--- src/sv/u64dt_pkg.sv ---
// Package for the binary to decimal text converter.
// Holds character constants, register codes and the state types.
// No dependencies.
package u64dt_pkg;

  localparam int unsigned CAP_W   = 7;
  localparam int unsigned CHAR_W  = 8;
  localparam int unsigned APB_W   = 32;

  localparam logic [CAP_W-1:0]  CAP_RESET  = 7'd21;
  localparam logic [CHAR_W-1:0] ASCII_ZERO = 8'h30;
  localparam logic [CHAR_W-1:0] CHAR_NUL   = 8'h00;

  // Register byte addresses.
  localparam logic ADDR_CAPACITY = 1'b0;

  typedef enum logic [1:0] {
    F_IDLE,
    F_CONV,
    F_PUSH
  } front_state_t;

  typedef enum logic [1:0] {
    B_IDLE,
    B_SKIP,
    B_ZERO,
    B_DIGIT
  } back_state_t;

endpackage

--- src/sv/u64dt_front.sv ---
// Front end: accepts values and converts them to packed BCD by shift-and-add-3.
// Depends on u64dt_pkg.
module u64dt_front #(
  parameter int unsigned VALUE_BITS = 64,
  parameter int unsigned ENTRY_W    = 88
) (
  input  logic                          clk,
  input  logic                          rst,
  input  logic                          in_valid,
  output logic                          in_ready,
  input  logic [63:0]                   in_value,
  input  logic [u64dt_pkg::CAP_W-1:0]   capacity,
  output logic                          q_valid,
  input  logic                          q_ready,
  output logic [ENTRY_W-1:0]            q_data
);
  import u64dt_pkg::*;

  localparam int unsigned NDIG  = (VALUE_BITS * 30103) / 100000 + 1;
  localparam int unsigned DIG_W = 4 * NDIG;
  localparam int unsigned CNT_W = $clog2(VALUE_BITS);

  front_state_t state, state_next;
  logic [CNT_W-1:0]      cnt;
  logic [VALUE_BITS-1:0] bin;
  logic [DIG_W-1:0]      bcd;
  logic [DIG_W-1:0]      bcd_adj;
  logic [CAP_W-1:0]      cap;
  logic                  zero;
  logic                  accept;
  logic                  conv_done;

  assign accept    = in_valid && in_ready;
  assign conv_done = (cnt == CNT_W'(VALUE_BITS - 1));

  // Each digit of five or more gets three added before the doubling shift.
  always_comb begin
    for (int i = 0; i < NDIG; i++) begin
      bcd_adj[4*i +: 4] = (bcd[4*i +: 4] >= 4'd5) ? bcd[4*i +: 4] + 4'd3 : bcd[4*i +: 4];
    end
  end

  always_comb begin
    state_next = state;
    unique case (state)
      F_IDLE: if (in_valid) state_next = F_CONV;
      F_CONV: if (conv_done) state_next = F_PUSH;
      F_PUSH: if (q_ready) state_next = F_IDLE;
      default: state_next = F_IDLE;
    endcase
  end

  always_comb begin
    in_ready = (state == F_IDLE);
    q_valid  = (state == F_PUSH);
    q_data   = {zero, cap, bcd};
  end

  always_ff @(posedge clk) begin
    if (rst) begin
      state <= F_IDLE;
      cnt   <= '0;
    end else begin
      state <= state_next;
      if (accept) begin
        cnt <= '0;
      end else if (state == F_CONV) begin
        cnt <= cnt + 1'b1;
      end
    end
  end

  always_ff @(posedge clk) begin
    if (accept) begin
      bin  <= in_value[VALUE_BITS-1:0];
      bcd  <= '0;
      cap  <= capacity;
      zero <= (in_value[VALUE_BITS-1:0] == '0);
    end else if (state == F_CONV) begin
      bcd <= {bcd_adj[DIG_W-2:0], bin[VALUE_BITS-1]};
      bin <= {bin[VALUE_BITS-2:0], 1'b0};
    end
  end

endmodule

--- src/sv/u64dt_queue.sv ---
// Two-entry queue between the converter and the character emitter.
// No dependencies.
module u64dt_queue #(
  parameter int unsigned W = 88
) (
  input  logic         clk,
  input  logic         rst,
  input  logic         in_valid,
  output logic         in_ready,
  input  logic [W-1:0] in_data,
  output logic         out_valid,
  input  logic         out_ready,
  output logic [W-1:0] out_data
);

  logic [W-1:0] mem [2];
  logic         wr_ptr;
  logic         rd_ptr;
  logic [1:0]   count;
  logic         push;
  logic         pop;

  assign in_ready  = (count != 2'd2);
  assign out_valid = (count != 2'd0);
  assign out_data  = mem[rd_ptr];
  assign push      = in_valid && in_ready;
  assign pop       = out_valid && out_ready;

  always_ff @(posedge clk) begin
    if (rst) begin
      wr_ptr <= 1'b0;
      rd_ptr <= 1'b0;
      count  <= 2'd0;
    end else begin
      if (push) wr_ptr <= ~wr_ptr;
      if (pop)  rd_ptr <= ~rd_ptr;
      unique case ({push, pop})
        2'b10:   count <= count + 2'd1;
        2'b01:   count <= count - 2'd1;
        default: count <= count;
      endcase
    end
  end

  always_ff @(posedge clk) begin
    if (push) mem[wr_ptr] <= in_data;
  end

endmodule

--- src/sv/u64dt_back.sv ---
// Back end: drops leading zero digits and emits characters through an output register.
// Depends on u64dt_pkg.
module u64dt_back #(
  parameter int unsigned VALUE_BITS = 64,
  parameter int unsigned ENTRY_W    = 88
) (
  input  logic                          clk,
  input  logic                          rst,
  input  logic                          q_valid,
  output logic                          q_ready,
  input  logic [ENTRY_W-1:0]            q_data,
  output logic                          out_valid,
  input  logic                          out_ready,
  output logic [u64dt_pkg::CHAR_W-1:0]  out_char,
  output logic                          out_last
);
  import u64dt_pkg::*;

  localparam int unsigned NDIG  = (VALUE_BITS * 30103) / 100000 + 1;
  localparam int unsigned DIG_W = 4 * NDIG;
  localparam int unsigned REM_W = $clog2(NDIG + 1);

  back_state_t state, state_next;
  logic [DIG_W-1:0] digits;
  logic [REM_W-1:0] rem;
  logic [CAP_W-1:0] room;
  logic [3:0]       top_digit;
  logic [DIG_W-1:0] q_digits;
  logic [CAP_W-1:0] q_cap;
  logic             q_zero;
  logic             slot_free;
  logic             more_digits;
  logic             emit;
  logic [CHAR_W-1:0] emit_char;
  logic             emit_last;

  assign q_digits    = q_data[DIG_W-1:0];
  assign q_cap       = q_data[DIG_W +: CAP_W];
  assign q_zero      = q_data[DIG_W + CAP_W];
  assign top_digit   = digits[DIG_W-1 -: 4];
  assign slot_free   = !out_valid || out_ready;
  assign more_digits = (room != '0) && (rem != '0);

  always_comb begin
    state_next = state;
    unique case (state)
      B_IDLE: begin
        if (q_valid && (q_cap != '0)) state_next = q_zero ? B_ZERO : B_SKIP;
      end
      B_SKIP: begin
        if (top_digit != 4'd0) state_next = B_DIGIT;
      end
      B_ZERO: begin
        if (slot_free) state_next = (room == '0) ? B_IDLE : B_DIGIT;
      end
      B_DIGIT: begin
        if (slot_free && !more_digits) state_next = B_IDLE;
      end
      default: state_next = B_IDLE;
    endcase
  end

  always_comb begin
    q_ready   = (state == B_IDLE);
    emit      = 1'b0;
    emit_char = CHAR_NUL;
    emit_last = 1'b0;
    unique case (state)
      B_ZERO: begin
        emit      = slot_free;
        emit_char = ASCII_ZERO;
        emit_last = (room == '0);
      end
      B_DIGIT: begin
        emit = slot_free;
        if (more_digits) begin
          emit_char = ASCII_ZERO | {4'd0, top_digit};
        end else begin
          emit_last = 1'b1;
        end
      end
      default: emit = 1'b0;
    endcase
  end

  always_ff @(posedge clk) begin
    if (rst) begin
      state     <= B_IDLE;
      out_valid <= 1'b0;
    end else begin
      state <= state_next;
      if (emit) begin
        out_valid <= 1'b1;
      end else if (out_ready) begin
        out_valid <= 1'b0;
      end
    end
  end

  always_ff @(posedge clk) begin
    if (emit) begin
      out_char <= emit_char;
      out_last <= emit_last;
    end
  end

  always_ff @(posedge clk) begin
    unique case (state)
      B_IDLE: begin
        if (q_valid) begin
          digits <= q_digits;
          rem    <= q_zero ? '0 : REM_W'(NDIG);
          room   <= q_cap - 1'b1;
        end
      end
      B_SKIP: begin
        if (top_digit == 4'd0) begin
          digits <= {digits[DIG_W-5:0], 4'd0};
          rem    <= rem - 1'b1;
        end
      end
      B_DIGIT: begin
        if (slot_free && more_digits) begin
          digits <= {digits[DIG_W-5:0], 4'd0};
          rem    <= rem - 1'b1;
          room   <= room - 1'b1;
        end
      end
      default: begin
        digits <= digits;
      end
    endcase
  end

  // A nonzero value always has a nonzero digit ahead of the skip pointer.
  a_skip_has_digit: assert property (@(posedge clk) disable iff (rst)
    (state == B_SKIP) |-> (digits != '0) && (rem != '0))
    else $error("leading-zero skip ran out of digits");

  // The character marked last closes the run and frees the emitter.
  a_last_ends_run: assert property (@(posedge clk) disable iff (rst)
    (emit && emit_last) |=> (state == B_IDLE))
    else $error("emitter kept running after the closing character");

  // Only the idle emitter takes a new entry, and it never emits there.
  a_idle_silent: assert property (@(posedge clk) disable iff (rst)
    (state == B_IDLE) |=> !$past(emit))
    else $error("character emitted while idle");

endmodule

--- src/sv/u64_to_decimal_text_top.sv ---
// Top level of the unsigned binary to decimal ASCII text converter.
// Depends on u64dt_pkg, u64dt_front, u64dt_queue and u64dt_back.
//
// Usage:
//   Values enter on the s_ stream channel (s_tdata holds number_value). Each value
//   leaves as a run of ASCII characters on the m_ stream channel, most
//   significant digit first, closed by a NUL character; m_tlast marks the final
//   character of each run. The run, terminator included, never exceeds the
//   output_capacity register; digits that do not fit are dropped from the tail.
//   A capacity of zero produces no characters at all for that value.
//   output_capacity is written through the APB port at byte address 0 and is
//   sampled when a value is accepted. It resets to 21, enough for any value.
//
// Timing:
//   The converter runs one shift-and-add-3 step per cycle and takes no new value
//   until the current one has been through the accepting idle state, the
//   conversion steps and the hand-off of the result to the queue. With the
//   emitter free, a zero value goes straight to its first character, while
//   other values wait while the emitter steps over their leading zero digits.
//   s_tready is low while a value converts; the two-entry queue lets conversion
//   go on while a stalled receiver holds the emitter, and only a full queue
//   keeps s_tready low longer. Characters stay stable while m_tready is low.
//   Reset is synchronous and leaves the block empty and ready.
module u64_to_decimal_text_top #(
  parameter int unsigned VALUE_BITS = 64
) (
  input  logic                          clk,
  input  logic                          rst,
  // Input stream.
  input  logic                          s_tvalid,
  output logic                          s_tready,
  input  logic [63:0]                   s_tdata,   // [63:0] number_value
  // Output stream.
  output logic                          m_tvalid,
  input  logic                          m_tready,
  output logic [u64dt_pkg::CHAR_W-1:0]  m_tdata,   // [7:0] text_char
  output logic                          m_tlast,   // last_char
  // Register port.
  input  logic                          psel,
  input  logic                          penable,
  input  logic                          pwrite,
  input  logic                          paddr,
  input  logic [u64dt_pkg::APB_W-1:0]   pwdata,
  output logic [u64dt_pkg::APB_W-1:0]   prdata,
  output logic                          pready
);
  import u64dt_pkg::*;

  localparam int unsigned NDIG    = (VALUE_BITS * 30103) / 100000 + 1;
  localparam int unsigned ENTRY_W = 4 * NDIG + CAP_W + 1;

  logic [CAP_W-1:0]   capacity;
  logic               fq_valid;
  logic               fq_ready;
  logic [ENTRY_W-1:0] fq_data;
  logic               qb_valid;
  logic               qb_ready;
  logic [ENTRY_W-1:0] qb_data;

  // The register port never waits; reads return the capacity zero-extended.
  assign pready = 1'b1;
  assign prdata = (paddr == ADDR_CAPACITY) ? {{(APB_W-CAP_W){1'b0}}, capacity} : '0;

  always_ff @(posedge clk) begin
    if (rst) begin
      capacity <= CAP_RESET;
    end else if (psel && penable && pwrite && pready && (paddr == ADDR_CAPACITY)) begin
      capacity <= pwdata[CAP_W-1:0];
    end
  end

  u64dt_front #(
    .VALUE_BITS (VALUE_BITS),
    .ENTRY_W    (ENTRY_W)
  ) u_front (
    .clk      (clk),
    .rst      (rst),
    .in_valid (s_tvalid),
    .in_ready (s_tready),
    .in_value (s_tdata),
    .capacity (capacity),
    .q_valid  (fq_valid),
    .q_ready  (fq_ready),
    .q_data   (fq_data)
  );

  u64dt_queue #(
    .W (ENTRY_W)
  ) u_queue (
    .clk       (clk),
    .rst       (rst),
    .in_valid  (fq_valid),
    .in_ready  (fq_ready),
    .in_data   (fq_data),
    .out_valid (qb_valid),
    .out_ready (qb_ready),
    .out_data  (qb_data)
  );

  u64dt_back #(
    .VALUE_BITS (VALUE_BITS),
    .ENTRY_W    (ENTRY_W)
  ) u_back (
    .clk       (clk),
    .rst       (rst),
    .q_valid   (qb_valid),
    .q_ready   (qb_ready),
    .q_data    (qb_data),
    .out_valid (m_tvalid),
    .out_ready (m_tready),
    .out_char  (m_tdata),
    .out_last  (m_tlast)
  );

endmodule
--- config.mk ---
export PLATFORM = sky130hd
export DESIGN_NAME = u64_to_decimal_text_top
export DESIGN_NICKNAME = d
export VERILOG_FILES = /design/src/sv/u64dt_pkg.sv /design/src/sv/u64dt_front.sv /design/src/sv/u64dt_queue.sv /design/src/sv/u64dt_back.sv /design/src/sv/u64_to_decimal_text_top.sv
export SDC_FILE = /design/constraint.sdc
export NUM_CORES = 1
export LEC_CHECK = 0
export BUFFER_PORTS_ARGS = -buffer_cell sky130_fd_sc_hd__buf_2
export CAP_MARGIN = 20
export CELL_PAD_IN_SITES_DETAIL_PLACEMENT = 0
export CELL_PAD_IN_SITES_GLOBAL_PLACEMENT = 1
export CORE_ASPECT_RATIO = 0.9
export CORE_MARGIN = 1
export CORE_UTILIZATION = 49
export CTS_CLUSTER_SIZE = 14
export DETAILED_ROUTE_END_ITERATION = 7
export PLACE_DENSITY = 0.79
export SYNTH_ARGS = -nofsm -noshare
export SYNTH_HDL_FRONTEND = slang
export SYNTH_SLANG_ARGS = --single-unit
--- constraint.sdc ---
create_clock -name clk -period 11.3 [get_ports clk]
set_input_delay 0 -clock clk [delete_from_list [all_inputs] [get_ports clk]]
set_output_delay 0 -clock clk [all_outputs]
set_load 0.02 [all_outputs]
Word-level counts from Yosys, hierarchy flattened
Memory sizes are Yosys's and may differ from the RTL's. A register that Yosys moved wholly into a read port is not among the register bits. Cells that the tools add are included.

Register bits: 275. Memories: 1. Bits in latches: 0. Bits in read-only memories: 0. Logic and storage cells: 178. Input port bits: 104. Output and inout bits: 44. Memory bits (writable): 176.

Memories: u_queue.mem (depth 2, width 88, read ports 1, clocked after memory_dff 1, wr ports 1, RTL line u64dt_queue.sv:16) `logic [W-1:0] mem [2];`.

$mul: 0. Add/subtract/negate cells: 26. Div/mod/pow operators: 0. Magnitude comparators: 20. Equality and inequality tests: 19. Bitwise operators: 3. Shift operators: 0. Muxes and demuxes: 58. Reduce and logical (&&, ||, !) cells: 34.

Operator list (count): 80-bit 2-to-1 mux (3); 80-bit one-hot mux with 3 select lines (1); 64-bit 2-to-1 mux (2); 4-bit by 3-bit greater-or-equal comparator with 1-bit output, second input constant (20); 4-bit by 2-bit adder with 4-bit output, second input constant (19); 4-bit 2-to-1 mux (19); 64-bit zero test (1); 7-bit 2-to-1 mux (3); 5-bit 2-to-1 mux (4); 2-bit 2-to-1 mux (9); 2-bit by 1-bit inequality test with 1-bit output, second input constant (8); 8-bit one-hot mux with 2 select lines (1); 5-bit one-hot mux with 3 select lines (1); 7-bit one-hot mux with 2 select lines (1); 7-bit nonzero test (2); 7-bit by 1-bit subtractor with 7-bit output, second input constant (2); 1-bit logical AND (10); 2-bit nonzero test (5); 2-bit equality test, second input constant (4); 1-bit 2-to-1 mux (8); 2-bit one-hot mux with 4 select lines (1); 4-bit AND reduction (2); 7-bit zero test (1); 6-bit by 1-bit adder with 6-bit output, second input constant (1); 22 further kinds (32).

Longest topological paths before layout
Gate-level depths: netlist of run 1.

Word-level depth: 6. Gate-level depth with buffers: 9. Depth with buffers taken out: 7.

Hierarchy
From an unflattened synthesis of run 1, not the netlist that was laid out.

Cell total of the unflattened synthesis: 1486. Area total of the unflattened synthesis: 19418.6 µm².

By module, submodules not included: u64dt_front (seq. area each 3923.8 µm², cells each 845, times used 1, area an instance 7791.2 µm²); u64dt_queue (seq. area each 5385.2 µm², cells each 298, times used 1, area an instance 6567.5 µm²); u64dt_back (seq. area each 3002.9 µm², cells each 277, times used 1, area an instance 4488.1 µm²); u64_to_decimal_text_top (seq. area each 140.1 µm², cells each 66, times used 1, area an instance 571.8 µm²).

Least setup slack after synthesis of run 1
OpenSTA, ideal clock, no wires.

Path type: reg2reg. Start: register u_back.rem[0]. End: register u_back.digits[0], enable pin. Buffers on the path: 0. Stages on the path, launching flop included: 8. Data arrival time: 7.390 ns. Data required time: 10.645 ns. Setup time: 0.655 ns. Path slack: 3.255 ns. Period minus slack after synthesis: 8.045 ns. Path through: edfxtp_1 > inv_1 > ha_1 > or4b_1 > o21ai_0 > o21ai_0 > nand2_1 > a211oi_1.

Word-level cells in the longest chain between the ends: 5.

Ends and longest elaborated chain: start: declaration (RTL line u64dt_back.sv:25) `logic [REM_W-1:0] rem;`; start signal: assignment (RTL line u64dt_back.sv:112) `rem <= q_zero ? '0 : REM_W'(NDIG);`; start signal: assignment (RTL line u64dt_back.sv:119) `rem <= rem - 1'b1;`; start signal: assignment (RTL line u64dt_back.sv:125) `rem <= rem - 1'b1;`; 5-bit nonzero test (RTL line u64dt_back.sv:42) `assign more_digits = (room != '0) && (rem != '0);`; 1-bit logical AND (RTL line u64dt_back.sv:42); 1-bit logical AND (RTL line u64dt_back.sv:123) `if (slot_free && more_digits) begin`; 2-bit by 1-bit inequality test with 1-bit output (no line); 4-bit AND reduction (no line); end signal: assignment (RTL line u64dt_back.sv:118) `digits <= {digits[DIG_W-5:0], 4'd0};`; end signal: assignment (RTL line u64dt_back.sv:124) `digits <= {digits[DIG_W-5:0], 4'd0};`; end signal: assignment (RTL line u64dt_back.sv:130) `digits <= digits;`; end: declaration (RTL line u64dt_back.sv:24) `logic [DIG_W-1:0] digits;`.

No other way between the ends. A chain may end at the register's enable or synchronous reset.

Worst setup path after layout of run 1
Start: register u_back.rem[0]. End: register u_back.digits[45], enable pin.

Same word-level chain as after synthesis.

==> results.json, run 1 <==
{
  "grt_use_met1_pct": 23.8,
  "clk_path_buf_depth": 3,
  "drt_iter0_drc": 534,
  "wl_mm": 34.8,
  "final_util_pct": 57.8,
  "syn_inst": 1460,
  "slew_viol_final": 0,
  "cts_root_buf": "clkbuf_16",
  "wl_per_cell_um": 16.2,
  "cts_buffers": 46,
  "crit_type": "reg2reg",
  "io_pins": 148,
  "synth_most_common_cell": "edfxtp_1",
  "worstHoldPathType": "in2reg",
  "vias": 11500,
  "synth_area_sq_um": 19000,
  "outcome": "finished clean",
  "synth_largest_area_cell": "edfxtp_1",
  "area_delta_synth_final_pct": 16.5,
  "grt_max_degree": 111,
  "power.density_nw_per_um2": 187,
  "cts_setup_buffers": 0,
  "dr.pass1.iters": 5,
  "comb_power_share_pct": 11.7,
  "max_freq_mhz": 311,
  "synthFlopType": "edfxtp_1",
  "grt_pass1_wl_mm": 57.0,
  "die_h_um": 189,
  "synth_area_leaders": "edfxtp_1 55%, dfxtp_1 11%, mux2i_1 4.8%",
  "yosys_warnings": 0,
  "num_rows": 68,
  "place_hpwl_mm": 19.4,
  "busiest_layer": "met2",
  "cp_max_fo": 54,
  "p_leak_nw": 7.56,
  "drc_errors": 0,
  "fin_nets": 1778,
  "synth_seq_cells": 449,
  "p_seq_share_pct": 52.3,
  "cap_violations": 0,
  "cp_data_arrival_time_ps": 3400,
  "ant_nets": 0,
  "seq_area_frac_synth_pct": 65.6,
  "gp_congestion": 0.768,
  "fin_crit_ps": 3220,
  "grtUsageMet2_pct": 29.9,
  "rsz0062_at_grt": "false",
  "cts.clk_slew.worst_paths_ps": 60,
  "swShare_pct": 24.6,
  "fin_worst_skew_ps": 23.2,
  "ys_types": 51,
  "synth_edf_count": 346,
  "cp-start-kind": "flip-flop",
  "finalSetupViolCount": 0,
  "vdd_drop_max_v": 0.000111,
  "initial_core_util_pct": 49.6,
  "avgViaCountPerCell": 5.35,
  "grt_usage_pct": 17.9,
  "cp-end-kind": "flip-flop",
  "cts_max_level": 2,
  "synth_commonest_cells": "346 x edfxtp_1, 145 x nand2_1, 116 x o21ai_0",
  "finalSetupTns_ps": 0,
  "p_switching_mw": 1.02,
  "cp_data_required_time_ps": 11480,
  "grt_overflow": 0,
  "synth.avg_cell_area_sq_um": 13.0,
  "min_period_over_period_pct": 28.5,
  "cts_sinks": 449,
  "portBuffers": 94,
  "dp.cells": 1984,
  "power_frac_clock_pct": 35.9,
  "yosysTopAreaCellShare_pct": 54.7,
  "clk_latency_ps": 570,
  "hold_viol": 0,
  "worst_slew_pin_slew_ps": 1090,
  "layout-drive-gt1-share_pct": 15.5,
  "antenna_found_initial": 1,
  "internal_power_mw": 3.11,
  "cts_tree": "done",
  "fp.coreArea_sq_um": 38300,
  "relSlewSlack_pct": 27.2,
  "final_cell_count_no_fill": 2154,
  "dieArea_sq_um": 39500,
  "use_met3_pct": 3.33,
  "fp.dieW_um": 210,
  "grt_pass1_vias": 11300,
  "async_reset_ff_share_pct": 0
}
==> repair_timing <==
item | in CTS | in global routing
endpoints found under the hold margin | 82 | 0
gates resized for setup | 0 | 0
hold buffers | 82 | 0
==> per-layer routing <==
metal  part of all wire, %  wire [um]
met3                   3.7       1300
met2                    48      16600
met1                    46      16200
met4                   2.0        692
met5                     0          0
==> final cells by class <==
| cell class | count | area, sq um |
|---|---|---|
| fill | 3008 | 16200 |
| sequential | 449 | 12500 |
| multi-input combinational | 890 | 5990 |
| timing repair buffer | 187 | 1390 |
| clock buffer | 64 | 1260 |
| tap | 490 | 613 |
| clock inverter | 22 | 225 |
| inverter | 51 | 191 |
| antenna | 1 | 2.50 |
==> cell usage in the layout (no fill, tap or decap), types with 4 or more instances in the layout <==
| cell type | n |
|---|---|
| dfxtp_1 | 102 |
| ha_1 | 49 |
| inv_1 | 50 |
| nand2_1 | 145 |
| dlygate4sd3_1 | 82 |
| nand4_1 | 7 |
| o32ai_1 | 19 |
| nor2b_1 | 11 |
| mux2i_1 | 92 |
| xnor2_1 | 30 |
| xor2_1 | 18 |
| nor2_1 | 78 |
| nand2b_1 | 23 |
| clkinv_2 | 7 |
| bufinv_16 | 4 |
| clkinv_1 | 8 |
| buf_2 | 94 |
| a21oi_1 | 68 |
| and2_2 | 4 |
| clkbuf_1 | 15 |
| edfxtp_1 | 346 |
| o21ai_0 | 116 |
| o31ai_1 | 6 |
| mux2_2 | 67 |
| nor4_1 | 20 |
| conb_1 | 28 |
| buf_4 | 10 |
| o22ai_1 | 40 |
| o211ai_1 | 6 |
| nand3_1 | 22 |
| clkbuf_16 | 47 |
==> power groups by stage <==
stage | sequential (mW) | combinational (mW) | clock (mW)
6_report | 2.16 | 0.484 | 1.48
5_1_grt | 2.19 | 0.544 | 1.59
4_1_cts | 2.16 | 0.491 | 1.52
3_5_place_dp | 2.19 | 0.467 | 0
3_3_place_gp | 2.19 | 0.457 | 0
2_1_floorplan | 2.21 | 0.329 | 0
==> registers in the layout, summed over array words and instances (netlist names), 2 cells and up, named ones only <==
| signal | flops |
|---|---|
| capacity | 7 |
| u_back.digits | 80 |
| u_back.out_char | 5 |
| u_back.rem | 5 |
| u_back.room | 7 |
| u_back.state | 2 |
| u_front.bcd | 80 |
| u_front.bin | 64 |
| u_front.cap | 7 |
| u_front.cnt | 6 |
| u_front.state | 2 |
| u_queue.count | 2 |
| u_queue.mem | 176 |
==> path summary, 6_finish.rpt <==
path,cells past startpoint,slack (ps),to,start
min,3,300,u_front.bin[15],s_tdata[15]
max reg2reg,9,8080,u_back.digits[45],u_back.rem[0]
max,9,8080,u_back.digits[45],u_back.rem[0]
min reg2reg,0,440,u_queue.mem[0][84],u_front.cap[4]
==> critical path, cell delays in order, from the launching register on <==
cell and delay (ps):
edfxtp_1 370, inv_1 50, ha_1 220, or4b_1 230, o21ai_0 120, o21ai_0 160
nand2_1 120, a211oi_4 360, buf_4 430, buf_4 670
==> through the flow <==
step                hold WS (ps)  area [sq um]  setup slack [ps]  power [mW]
floorplan                   78.1         19100              3260        2.53
global placement             233         19800              8120        2.65
detailed placement           240         19800              8090        2.66
CTS                          250         22100              8060        4.17
global route                 276         22100              7800        4.32
finish                       302         22100              8080        4.13
==> cells by family after synthesis <==
| family | share of synthesized area (%) |
|---|---|
| compound gates | 8.18 |
| flops | 65.6 |
| simple gates | 8.31 |
| other cells | 0.0395 |
| fa+ha+maj | 3.23 |
| xor+xnor | 2.21 |
| mux | 8.82 |
| buf+inv | 3.64 |
Note: power is estimated with default switching activity, not from simulation.
==> run 2: changes to the inputs <==
==> constraint.sdc (replaced) <==
create_clock -name clk -period 3 [get_ports clk]
set_input_delay 0 -clock clk [delete_from_list [all_inputs] [get_ports clk]]
set_output_delay 0 -clock clk [all_outputs]
set_load 0.02 [all_outputs]
==> run 2 against run 1 <==
  * Highest routed layer unchanged
  * Wire length fell by 0.51%
  * Largest cell class unchanged
  * Cell area rose by 0.93%
  * Sequential power rose to 3.8 times the previous value
  * Via count fell by 1.2%
  * Worst setup slack got worse by 7500 ps
  * Combinational power rose to 3.9 times the previous value
==> results.json, run 2 (synthesis results as in run 1) <==
{
  "cts-hold-fix-buffers": 82,
  "grt_usage_pct": 18.0,
  "clk_path_buf_depth": 3,
  "cts_max_level": 2,
  "hp-start": "s_tdata[33]",
  "relSlewSlack_pct": 49.3,
  "avgViaCountPerCell": 5.27,
  "p_switching_mw": 3.85,
  "dieArea_sq_um": 39500,
  "post-place-ws_ps": 580,
  "num_rows": 68,
  "drc_errors": 0,
  "layout_commonest_cell": "edfxtp_1",
  "min_period_over_period_pct": 80.6,
  "max_freq_mhz": 413,
  "vias": 11400,
  "rrSetupSlack_ps": 580,
  "stdcell_area_sq_um": 22300,
  "fp.dieW_um": 210,
  "fp.coreArea_sq_um": 38300,
  "hold_viol": 0,
  "n_fill_cell": 3014,
  "internal_power_mw": 12.0,
  "min_path_cells": 3,
  "outcome": "finished clean",
  "fin_nets": 1784,
  "n_antenna_cell": 0,
  "cts_buffers": 46,
  "cts_tree": "done",
  "fin_worst_skew_ps": 16.2,
  "p_seq_share_pct": 51.3,
  "clk_latency_ps": 560,
  "reg2reg_to": "u_back.digits[61]",
  "cp-end-kind": "flip-flop",
  "grt_overflow": 0,
  "largest_register_ffs": 176,
  "cap_violations": 0,
  "finalSetupViolCount": 0,
  "gp_congestion": 0.749,
  "ant_nets": 0,
  "place_hpwl_mm": 20.0,
  "post_cts_resized": 0,
  "slew_viol_final": 0,
  "cp_max_fo": 24,
  "cp_data_required_time_ps": 3220,
  "area_delta_synth_final_pct": 17.6,
  "cts_root_buf": "clkbuf_16",
  "holdWs_ps": 297,
  "crit_type": "reg2reg",
  "place_area_sq_um": 20000,
  "cts_setup_buffers": 0,
  "top_regs": "u_queue.mem x176, u_back.digits x80, u_front.bcd x80",
  "antenna_found_initial": 0,
  "io_pins": 148,
  "die_h_um": 189,
  "vdd_drop_max_v": 0.000462,
  "cts.clk_slew.worst_paths_ps": 60,
  "hold_end": "u_front.bin[33]",
  "r2r-start": "u_back.rem[0]",
  "cp-start-kind": "flip-flop",
  "cp_data_arrival_time_ps": 2640,
  "fin_ws_ps": 581,
  "cts_sinks": 449,
  "power_frac_clock_pct": 36.6,
  "grt_pass1_vias": 11400,
  "wl_per_cell_um": 16.0,
  "swShare_pct": 24.3,
  "wl_mm": 34.6,
  "regMostFlops": "u_queue.mem",
  "grt_max_degree": 140,
  "multi_input_area_sq_um": 6000,
  "dr.pass1.iters": 6,
  "seq_area_sq_um": 12500,
  "drt_iter0_drc": 615,
  "fin_crit_ps": 2420,
  "comb_power_share_pct": 12.1,
  "layout_common_cells": "346 x edfxtp_1, 145 x nand2_1, 114 x o21ai_0",
  "rsz0062_at_grt": "false",
  "worstHoldPathType": "in2reg",
  "layout-drive-gt1-share_pct": 16.4,
  "rr_worst_depth": 8,
  "grt_pass1_wl_mm": 57.6,
  "portBuffers": 94,
  "worst_slew_pin_slew_ps": 760,
  "power.density_nw_per_um2": 711,
  "initial_core_util_pct": 49.6,
  "p_leak_nw": 7.67
}
[run 2: worst max-delay path by stage]
stage	start	end	slack (ps)	cells after the start
after detailed placement	u_back.rem[0]	u_back.digits[57]	580	8
after global routing	u_back.rem[0]	u_back.digits[74]	420	8
after floorplan	u_back.rem[0]	u_back.digits[0]	-640	7
final	u_back.rem[0]	u_back.digits[61]	580	8
after global placement	u_back.rem[0]	u_back.digits[62]	620	8
after CTS	u_back.rem[1]	u_back.digits[57]	550	8
[run 2: area by class of cell]
class	instances	area share, %
Clock buffer	65	5.88
Clock inverter	21	1.10
Inverter	51	0.857
Multi-Input combinational cell	890	26.9
Sequential cell	449	55.8
Tap cell	490	2.75
Timing Repair Buffer	193	6.75
[run 2: power groups by stage]
stage / combinational [mW] / clock, mW / sequential, mW
after global routing: 2.17 / 6.18 / 8.24
final: 1.91 / 5.81 / 8.15
after detailed placement: 1.87 / 0 / 8.27
after floorplan: 1.27 / 0 / 8.23
after global placement: 1.82 / 0 / 8.25
after CTS: 1.95 / 5.94 / 8.15
[run 2: layer usage]
metal / track usage [%] / up-vias / routed length (um)
met2: 30.5 / 153 / 16900
met4: 5.11 / 0 / 644
met5: 0 / - / 0
met3: 2.80 / 55 / 1220
met1: 24.1 / 5531 / 15900
li1: - / 5640 / -
[run 2: critical path, cell delays in order, from the launching register on]
cell and delay, ps:
edfxtp_1 370, inv_1 50, ha_2 170, or4b_4 220, o21ai_2 60, o21ai_1 130
nand2_1 120, a211oi_4 510, buf_4 430
[run 2: per-stage QoR]
| step | power [mW] | utilization [%] | cells | setup TNS, ps |
|---|---|---|---|---|
| after floorplan | 9.49 | - | 1486 | -54740 |
| after global routing | 16.6 | 58.3 | 2159 | 0 |
| after CTS | 16.0 | 58.3 | 2159 | 0 |
| after detailed placement | 10.1 | 52.1 | 1991 | 0 |
| after global placement | 10.1 | 52.1 | 1991 | 0 |
| final | 15.9 | 58.3 | 2159 | 0 |
==> run 3: changes to the inputs <==
--- a/config.mk
+++ b/config.mk
@@ -5,16 +5,17 @@
 export SDC_FILE = /design/constraint.sdc
 export NUM_CORES = 1
 export LEC_CHECK = 0
+export ABC_AREA = 1
 export BUFFER_PORTS_ARGS = -buffer_cell sky130_fd_sc_hd__buf_2
 export CAP_MARGIN = 20
 export CELL_PAD_IN_SITES_DETAIL_PLACEMENT = 0
 export CELL_PAD_IN_SITES_GLOBAL_PLACEMENT = 1
 export CORE_ASPECT_RATIO = 0.9
 export CORE_MARGIN = 1
-export CORE_UTILIZATION = 49
+export CORE_UTILIZATION = 43
 export CTS_CLUSTER_SIZE = 14
 export DETAILED_ROUTE_END_ITERATION = 7
-export PLACE_DENSITY = 0.79
+export PLACE_DENSITY = 0.76
 export SYNTH_ARGS = -nofsm -noshare
 export SYNTH_HDL_FRONTEND = slang
 export SYNTH_SLANG_ARGS = --single-unit
==> constraint.sdc (replaced) <==
create_clock -name clk -period 2 [get_ports clk]
set_input_delay 0 -clock clk [delete_from_list [all_inputs] [get_ports clk]]
set_output_delay 0 -clock clk [all_outputs]
set_load 0.02 [all_outputs]
==> run 3 against run 2 <==
  * Via count grew 15%
  * Sequential power rose by 58%
  * Worst hold slack got worse by 230 ps
  * Largest power group unchanged
  * Register-to-register slack got worse by 470 ps
  * Largest cell class unchanged
  * Worst setup slack got worse by 470 ps
  * Global-route usage is 0.23 points lower
  * Wire length increased by 14%
  * Combinational power grew to 3.1 times the previous value
  * First-iteration DRC count rose by 61%
==> results.json, run 3 <==
{
  "post-place-ws_ps": 60.3,
  "ys_types": 36,
  "slew_viol_final": 0,
  "synth_area_sq_um": 19000,
  "cts_sinks": 449,
  "regMostFlops": "u_queue.mem",
  "avgViaCountPerCell": 4.99,
  "drc_errors": 0,
  "min_period_over_period_pct": 94.4,
  "seq_area_frac_synth_pct": 65.4,
  "antenna_found_initial": 0,
  "final_cell_count_no_fill": 2625,
  "cp-end-kind": "flip-flop",
  "grt_usage_pct": 17.8,
  "hold_viol": 0,
  "cp_data_arrival_time_ps": 2330,
  "cts_root_buf": "clkbuf_16",
  "synth_edf_count": 346,
  "cts_buffers": 45,
  "startpoint": "rst",
  "grt_max_degree": 82,
  "wl_per_cell_um": 15.1,
  "synth_seq_cells": 449,
  "fin_nets": 2150,
  "vdd_drop_max_v": 0.000745,
  "gp_congestion": 0.834,
  "cts_tree": "done",
  "ant_nets": 0,
  "yosys_warnings": 0,
  "layout_common_cells": "393 x nand2_1, 346 x edfxtp_1, 285 x o21ai_0",
  "fin_worst_skew_ps": 12.3,
  "async_reset_ff_share_pct": 0,
  "layout_commonest_cell": "nand2_1",
  "cp-start-kind": "primary input",
  "fin_crit_ps": 1890,
  "initial_core_util_pct": 44.0,
  "crit_type": "in2reg",
  "n_antenna_cell": 0,
  "dieArea_sq_um": 45100,
  "die_h_um": 202,
  "dr.pass1.iters": 5,
  "portBuffers": 94,
  "drt_iter0_drc": 993,
  "outcome": "finished clean",
  "yosysTopAreaCellShare_pct": 54.6,
  "cp-endpoint": "capacity[5]",
  "vias": 13100,
  "num_rows": 72,
  "power.density_nw_per_um2": 1210,
  "clk_path_buf_depth": 3,
  "synth.avg_cell_area_sq_um": 10.5,
  "cts_setup_buffers": 0,
  "cap_violations": 0,
  "syn_inst": 1813,
  "synth_most_common_cell": "nand2_1",
  "rsz0062_at_grt": "false",
  "cp_data_required_time_ps": 2440,
  "worstHoldPathType": "in2reg",
  "cts_max_level": 2,
  "finalSetupViolCount": 0,
  "cts.clk_slew.worst_paths_ps": 60,
  "finalSetupTns_ps": 0,
  "synth_commonest_cells": "397 x nand2_1, 346 x edfxtp_1, 286 x o21ai_0",
  "fin_ws_ps": 112,
  "area_delta_synth_final_pct": 19.6,
  "fp.coreArea_sq_um": 43300,
  "synthFlopType": "edfxtp_1",
  "grt_overflow": 0,
  "place_area_sq_um": 20400,
  "reg2reg_to": "u_back.digits[61]",
  "io_pins": 148,
  "p_leak_nw": 8.93,
  "power_mw": 27.5,
  "wl_mm": 39.6,
  "top_regs": "u_queue.mem x176, u_back.digits x80, u_front.bcd x80",
  "dp.cells": 2461,
  "stdcell_area_sq_um": 22800,
  "synth_area_leaders": "edfxtp_1 55%, dfxtp_1 11%, nand2_1 7.8%",
  "grt_pass1_wl_mm": 65.3,
  "rrSetupSlack_ps": 110,
  "clk_latency_ps": 550,
  "cp_max_fo": 13,
  "synth_largest_area_cell": "edfxtp_1",
  "r2r-start": "u_back.rem[0]",
  "largest_register_ffs": 176,
  "layout-drive-gt1-share_pct": 12.0,
  "grt_pass1_vias": 12900,
  "fp.dieW_um": 224,
  "rr_worst_depth": 9,
  "place_hpwl_mm": 23.5,
  "max_freq_mhz": 530
}
==> run 3: cell count changes after synthesis, sizes merged, moves of 67 or more <==
cell,change
inv,+92
o21ai,+194
mux2,-67
nand2,+256
mux2i,-92
nor2,+67
==> run 3: layout make-up <==
cell class / instances / area (sq um)
Timing Repair Buffer: 213 / 1860
Clock inverter: 22 / 267
Multi-Input combinational cell: 1145 / 5620
Clock buffer: 61 / 1290
Inverter: 143 / 547
Sequential cell: 449 / 12500
Fill cell: 3739 / 20600
Tap cell: 592 / 741
==> run 3: kinds of logic after synthesis <==
kind of cell	synth area share, %
and+or+nand+nor	13.6
DFF	65.4
AOI/OAI and AO/OA	10.8
buffers and inverters	5.91
adders and majority gates	3.22
xor gates and xnor gates	1.06
other	0.0394
==> run 3: repair_timing <==
item,in CTS,in global routing
hold endpoints to repair,81,0
setup endpoints to repair,0,66
hold buffers,79,0
gates resized for setup,0,6
==> run 3: worst min-delay path by stage <==
stage / cells after the start / from / slack, ps / endpoint
2_1_floorplan: 1 / rst / 60 / u_front.state[0]
3_3_place_gp: 3 / pwdata[0] / 220 / capacity[0]
3_5_place_dp: 3 / pwdata[2] / 230 / capacity[2]
4_1_cts: 3 / s_tvalid / 60 / u_front.zero
5_1_grt: 3 / s_tvalid / 80 / u_front.zero
6_report: 3 / s_tvalid / 70 / u_front.zero
==> run 3: routing by layer <==
| metal | GRT usage [%] | part of all wire (%) | vias up |
|---|---|---|---|
| li1 | - | - | 6526 |
| met1 | 25.2 | 48 | 6192 |
| met2 | 28.3 | 45 | 300 |
| met3 | 2.85 | 4.7 | 69 |
| met4 | 5.19 | 2.4 | 0 |
| met5 | 0 | 0 | - |
==> run 3: through the flow <==
stage	util (%)	hold slack [ps]
floorplan	-	65.0
global placement	47.0	222
detailed placement	47.0	227
CTS	52.4	60.3
global route	52.6	80.5
finish	52.6	66.9
==> run 3: critical path, cell delays in order <==
cell and delay, ps:
dlygate4sd3_1 520, buf_2 200, clkinvlp_4 280, o21ai_0 150, dlygate4sd3_1 580, a21oi_1 40, dlygate4sd3_1 560
==> run 3: power by group <==
group / internal (mW) / switching [mW] / leakage (nW)
Combinational: 2.06 / 3.82 / 4.05
Clock: 5.30 / 3.49 / 0.771
Sequential: 12.3 / 0.569 / 4.11
Total: 19.7 / 7.88 / 8.93
